File: src/rtl/region_map_frame_allocator_unit_assert.svh
// assertion macros for the region map frame allocator
`ifndef REGION_MAP_FRAME_ALLOCATOR_UNIT_ASSERT_SVH
`define REGION_MAP_FRAME_ALLOCATOR_UNIT_ASSERT_SVH
`ifndef SYNTH
`define RMFA_ASSERT(lbl, prop) \
  lbl: assert property (@(posedge clk_i) disable iff (!rst_ni) prop) \
    else $error("rmfa assertion failed");
`define RMFA_ASSERT_NEXT(lbl, ante, cons) \
  lbl: assert property (@(posedge clk_i) disable iff (!rst_ni) (ante) |=> (cons)) \
    else $error("rmfa assertion failed");
`else
`define RMFA_ASSERT(lbl, prop)
`define RMFA_ASSERT_NEXT(lbl, ante, cons)
`endif
`endif

File: src/rtl/rmfa_pkg.sv
package rmfa_pkg;

  localparam int unsigned AddrW = 64;

  localparam logic [1:0] CmdAdd   = 2'd0;
  localparam logic [1:0] CmdQuery = 2'd1;
  localparam logic [1:0] CmdAlloc = 2'd2;

  localparam logic [1:0] StatusOk   = 2'd0;
  localparam logic [1:0] StatusOom  = 2'd1;
  localparam logic [1:0] StatusFull = 2'd2;

  localparam logic [31:0] TypeMultibootFree = 32'd1;
  localparam logic [31:0] TypeUefiFree      = 32'd7;

  localparam logic [AddrW-1:0] LowMemLimit = 64'h0000_0000_0010_0000;
  localparam logic [AddrW-1:0] PageMask    = 64'h0000_0000_0000_0FFF;
  localparam logic [AddrW-1:0] PageBytes   = 64'h0000_0000_0000_1000;

  localparam logic RegReserveStart = 1'b0;
  localparam logic RegReserveEnd   = 1'b1;

  typedef enum logic [2:0] {
    S_IDLE,
    S_QUERY,
    S_SEEK,
    S_ALIGN,
    S_STEP,
    S_DONE
  } rmfa_state_e;

  typedef struct packed {
    logic shift;
    logic load;
  } rmfa_cell_ctl_t;

endpackage

File: src/rtl/rmfa_cell.sv
module rmfa_cell
  import rmfa_pkg::*;
(
  input  logic             clk_i,
  input  rmfa_cell_ctl_t   ctl_i,
  input  logic [AddrW-1:0] load_base_i,
  input  logic [AddrW-1:0] load_len_i,
  input  logic [AddrW-1:0] nbr_base_i,
  input  logic [AddrW-1:0] nbr_len_i,
  output logic [AddrW-1:0] base_o,
  output logic [AddrW-1:0] len_o
);

  logic [AddrW-1:0] base_q, base_d;
  logic [AddrW-1:0] len_q, len_d;

  always_comb begin
    base_d = base_q;
    len_d  = len_q;
    if (ctl_i.load) begin
      base_d = load_base_i;
      len_d  = load_len_i;
    end else if (ctl_i.shift) begin
      base_d = nbr_base_i;
      len_d  = nbr_len_i;
    end
  end

  always_ff @(posedge clk_i) begin
    base_q <= base_d;
    len_q  <= len_d;
  end

  assign base_o = base_q;
  assign len_o  = len_q;

endmodule

File: config.mk
export PLATFORM = sky130hd
export DESIGN_NAME = rmfa_cell
export DESIGN_NICKNAME = d
export VERILOG_FILES = /design/src/rtl/region_map_frame_allocator_unit_assert.svh /design/src/rtl/rmfa_pkg.sv /design/src/rtl/rmfa_cell.sv
export SDC_FILE = /design/constraint.sdc
export NUM_CORES = 1
export LEC_CHECK = 0
export ABC_AREA = 1
export BUFFER_PORTS_ARGS = -buffer_cell sky130_fd_sc_hd__buf_2
export CELL_PAD_IN_SITES_DETAIL_PLACEMENT = 0
export CELL_PAD_IN_SITES_GLOBAL_PLACEMENT = 2
export CORE_MARGIN = 1
export CORE_UTILIZATION = 22
export DETAILED_ROUTE_END_ITERATION = 7
export HOLD_SLACK_MARGIN = 0.06
export PLACE_DENSITY_LB_ADDON = 0.1
export RECOVER_POWER = 100
export SKIP_CTS_REPAIR_TIMING = 1
export SLEW_MARGIN = 0
export SYNTH_ARGS = -nofsm -noshare
export SYNTH_HDL_FRONTEND = slang
export SYNTH_SLANG_ARGS = --single-unit
File: constraint.sdc
create_clock -name clk_i -period 2.64 [get_ports clk_i]
set_input_delay 0.264 -clock clk_i [delete_from_list [all_inputs] [get_ports clk_i]]
set_output_delay 0.264 -clock clk_i [all_outputs]
set_load 0.05 [all_outputs]
; Word level (Yosys, flattened, before mapping)
; Cells that the tools add are included.
[totals]
in_bits = 259
elab_cells = 7
reg_bits = 128
[classes]
n_mux = 4
n_reduce_logical = 1
[ops]
columns = cell, count
row1 = $mux W64, 4
row2 = $reduce_bool A2 Y1, 1

; Longest topological paths before layout
[logic_depth]
ltp_word = 2
depth_mapped = 5
depth_no_buf = 3

; Least setup slack after synthesis
; OpenSTA, ideal clock, no wires.
[synth_path]
path_kind = input to register
startpoint = input ctl_i[0] in the netlist's numbering
endpoint = register base_q[0] (netlist: base_o[0]) (enable)
n_path_buf = 1
slack_ns = 0.223
arrival_ns = 1.984
stages = 2
path_cell_list = buf_4 -> or2_2
[synth_between]
elab_chain_len = 1
[synth_rtl]
columns = element, line_no
row1 = from (decl), rmfa_cell.sv:5  ; input rmfa_cell_ctl_t ctl_i,
row2 = $reduce_bool A2 Y1 (no source line), -
row3 = to (signal assigned), rmfa_cell.sv:30  ; base_q <= base_d;
row4 = to (decl), rmfa_cell.sv:14  ; logic [AddrW-1:0] base_q, base_d;
; No other way between the ends.
; A chain may end at the register's enable or synchronous reset.

; Worst setup path after layout
[layout_path]
startpoint = input ctl_i[0] in the netlist's numbering
endpoint = register len_q[58] (netlist: len_o[58]) (enable)
[layout_between]
elab_chain_len = 1
[layout_rtl]
columns = element, line_no
row1 = $reduce_bool A2 Y1 (no source line), -
row2 = to (signal assigned), rmfa_cell.sv:31  ; len_q <= len_d;
row3 = to (decl), rmfa_cell.sv:15  ; logic [AddrW-1:0] len_q, len_d;
; No other way between the ends.

==> run_results.csv <==
group,metric,value,unit
outcome,status,"completed",
sta,drv_slew,0,
layout,drive_gt1_share,31.4,%
synthesis,ys_ff_latch,128,
cts,clk_path_buf_depth,2,
worst_setup_path,startpoint_type,"input pin",
pwr,power,0.00648,W
floorplan,dieArea,0.0255,mm2
pwr,p_per_area,795,mW/mm2
pwr,power_switching,0.00211,W
route,num_vias,5031,
pwr,p_int,0.00437,W
synthesis,ys_warn_count,0,
global_route,antenna_found_initial,6,
worst_setup_path,end_kind,"flip-flop",
route,drt-wirelength-per-cell,14.9,um
worst_setup_path,worst_ep_arrival_time,1.84,ns
worst_setup_path,cp-startpoint,"ctl_i[0]",
worst_hold_path,hold_depth,3,
worst_setup_path,required,2.66,ns
synthesis,synth_area_per_cell,10.1,um2
sta,rsz0062_at_grt,"false",
synthesis,syn_nets,801,
sta,worstMarginPinSlew,1.29,ns
sta,period_needed,1.82,ns
layout,area_growth,48.9,%
floorplan,ios,387,
sta,tns,0,ns
layout,layout_common_cells,"nand2_1, buf_2, clkbuf_1, edfxtp_1, clkbuf_16",
floorplan,die_x,160,um
route,dr.pass1.iters,4,
global_route,grt_max_degree,87,
worst_setup_path,crit_end,"len_o[58]",
pwr,p_clk_share,38.7,%
cts,ctsHtreeMaxLevel,4,
floorplan,die_h,160,um
placed_design,dpl.hpwl,13700,um
global_route,grt_pass1_wl,28400,um
placed_design,io_buffers,386,
synthesis,ys_seq_area_share,70.3,%
global_route,grt_pass1_vias,5145,
pwr,power.share.sequential,39.5,%
synthesis,ys_types,6,
floorplan,initial_utilization,22.5,%
floorplan,coreArea,0.0243,mm2
layout,final_common_cell,"nand2_1",
synthesis,netlist_instances,542,
pwr,p_sw_share,32.6,%
synthesis,syn-cell-area,0.00547,mm2
global_route,overflow,0,
pwr,pwr-share-comb,21.9,%
worst_setup_path,critPathMaxFanout,86,
pwr,p_leak,3.93,nW
cts,clk_pin_slew,0.07,ns
cts,cts-root-buf,"clkbuf_16",
route,drc,0,
route,wl,18800,um
route,ant_nets,0,
layout,final_nets,1184,
sta,slew_headroom,14.2,%
cts,cts_buffers,17,
sta,fin_crit_sh,69.1,%
sta,finalSetupViolCount,0,
route,drt_iter0_markers,245,
run,cap_violations,0,
pwr,ir_worst_vdd,0.369,mV
sta,finalHoldViolCount,0,
worst_hold_path,hold_path.class,"input pin to flip-flop",
worst_setup_path,crit_type,"input pin to flip-flop",
sta,fmax,0.548,GHz
global_route,grt_use_total,14.8,%
cts,cts_tree,"done",
floorplan,fp-row-count,57,
route,via_per_inst,3.97,
placed_design,gp_congestion,0.777,
cts,cts.sinks,128,
==> final cells by class <==
cell class,instances,area (um2)
fillers,2596,16200
flip-flops and latches,128,3840
repair buffers,392,1810
multi-input cells,385,1450
clock buffers,18,429
well taps,324,405
clock inverters,13,189
diodes,5,12.5
inverters,1,5.00
==> through the flow <==
stage | hold WS, ns | instance area (um2) | cells | setup WS, ns | utilization [%]
after floorplan | 0.443 | 5470 | 542 | 0.223 | -
after global placement | 0.527 | 7710 | 1230 | 0.986 | 31.7
after detailed placement | 0.531 | 7710 | 1230 | 0.957 | 31.7
after CTS | 0.0865 | 8330 | 1261 | 1.31 | 34.2
after global routing | 0.0953 | 8140 | 1264 | 0.691 | 33.5
final | 0.113 | 8140 | 1266 | 0.815 | 33.5
==> per-layer routing <==
metal | up-vias | track usage, % | wire length [um]
met4 | 2 | 6.16 | 313
met3 | 18 | 6.34 | 1870
li1 | 2518 | - | -
met1 | 2263 | 14.9 | 6780
met2 | 230 | 26.6 | 9870
met5 | - | 0 | 11
==> critical path, stage by stage <==
cell and delay [ns]:
buf_4 0.31, or2_0 0.20, clkbuf_4 1.01
==> worst min path at each step <==
| stage | start | to | slack [ns] |
|---|---|---|---|
| after global routing | nbr_len_i[0] | len_o[0] | 0.1 |
| final | nbr_len_i[13] | len_o[13] | 0.11 |
| after CTS | nbr_base_i[57] | base_o[57] | 0.09 |
| after global placement | nbr_len_i[20] | len_o[20] | 0.53 |
| after detailed placement | nbr_len_i[24] | len_o[24] | 0.53 |
| after floorplan | nbr_base_i[0] | base_o[0] | 0.44 |
==> power groups by stage <==
stage,Sequential (W),Clock (W),Combinational [W]
after floorplan,0.00340,0,0.000219
after global placement,0.00259,0,0.00151
after detailed placement,0.00259,0,0.00151
after CTS,0.00255,0.00257,0.00151
after global routing,0.00258,0.00266,0.00151
final,0.00256,0.00250,0.00142
==> Yosys cell counts <==
library cell | n | area share (%)
or2_2 | 1 | 0.11
edfxtp_1 | 128 | 70
buf_4 | 14 | 1.9
nand2_1 | 384 | 26
buf_2 | 14 | 1.3
inv_2 | 1 | 0.069
==> state kept, by name, summed over array words and instances, names as in the netlist <==
name,count
base_o,64
len_o,64
==> logic make-up (layout without fill, tap and decap cells) <==
family | Yosys count | in the layout | share of synthesized area, %
flip-flops | 128 | 128 | 70.3
buffers and inverters | 29 | 424 | 3.27
other | 0 | 5 | 0
AND/OR/NAND/NOR | 385 | 385 | 26.5
Power figures use the tool's default switching activity.
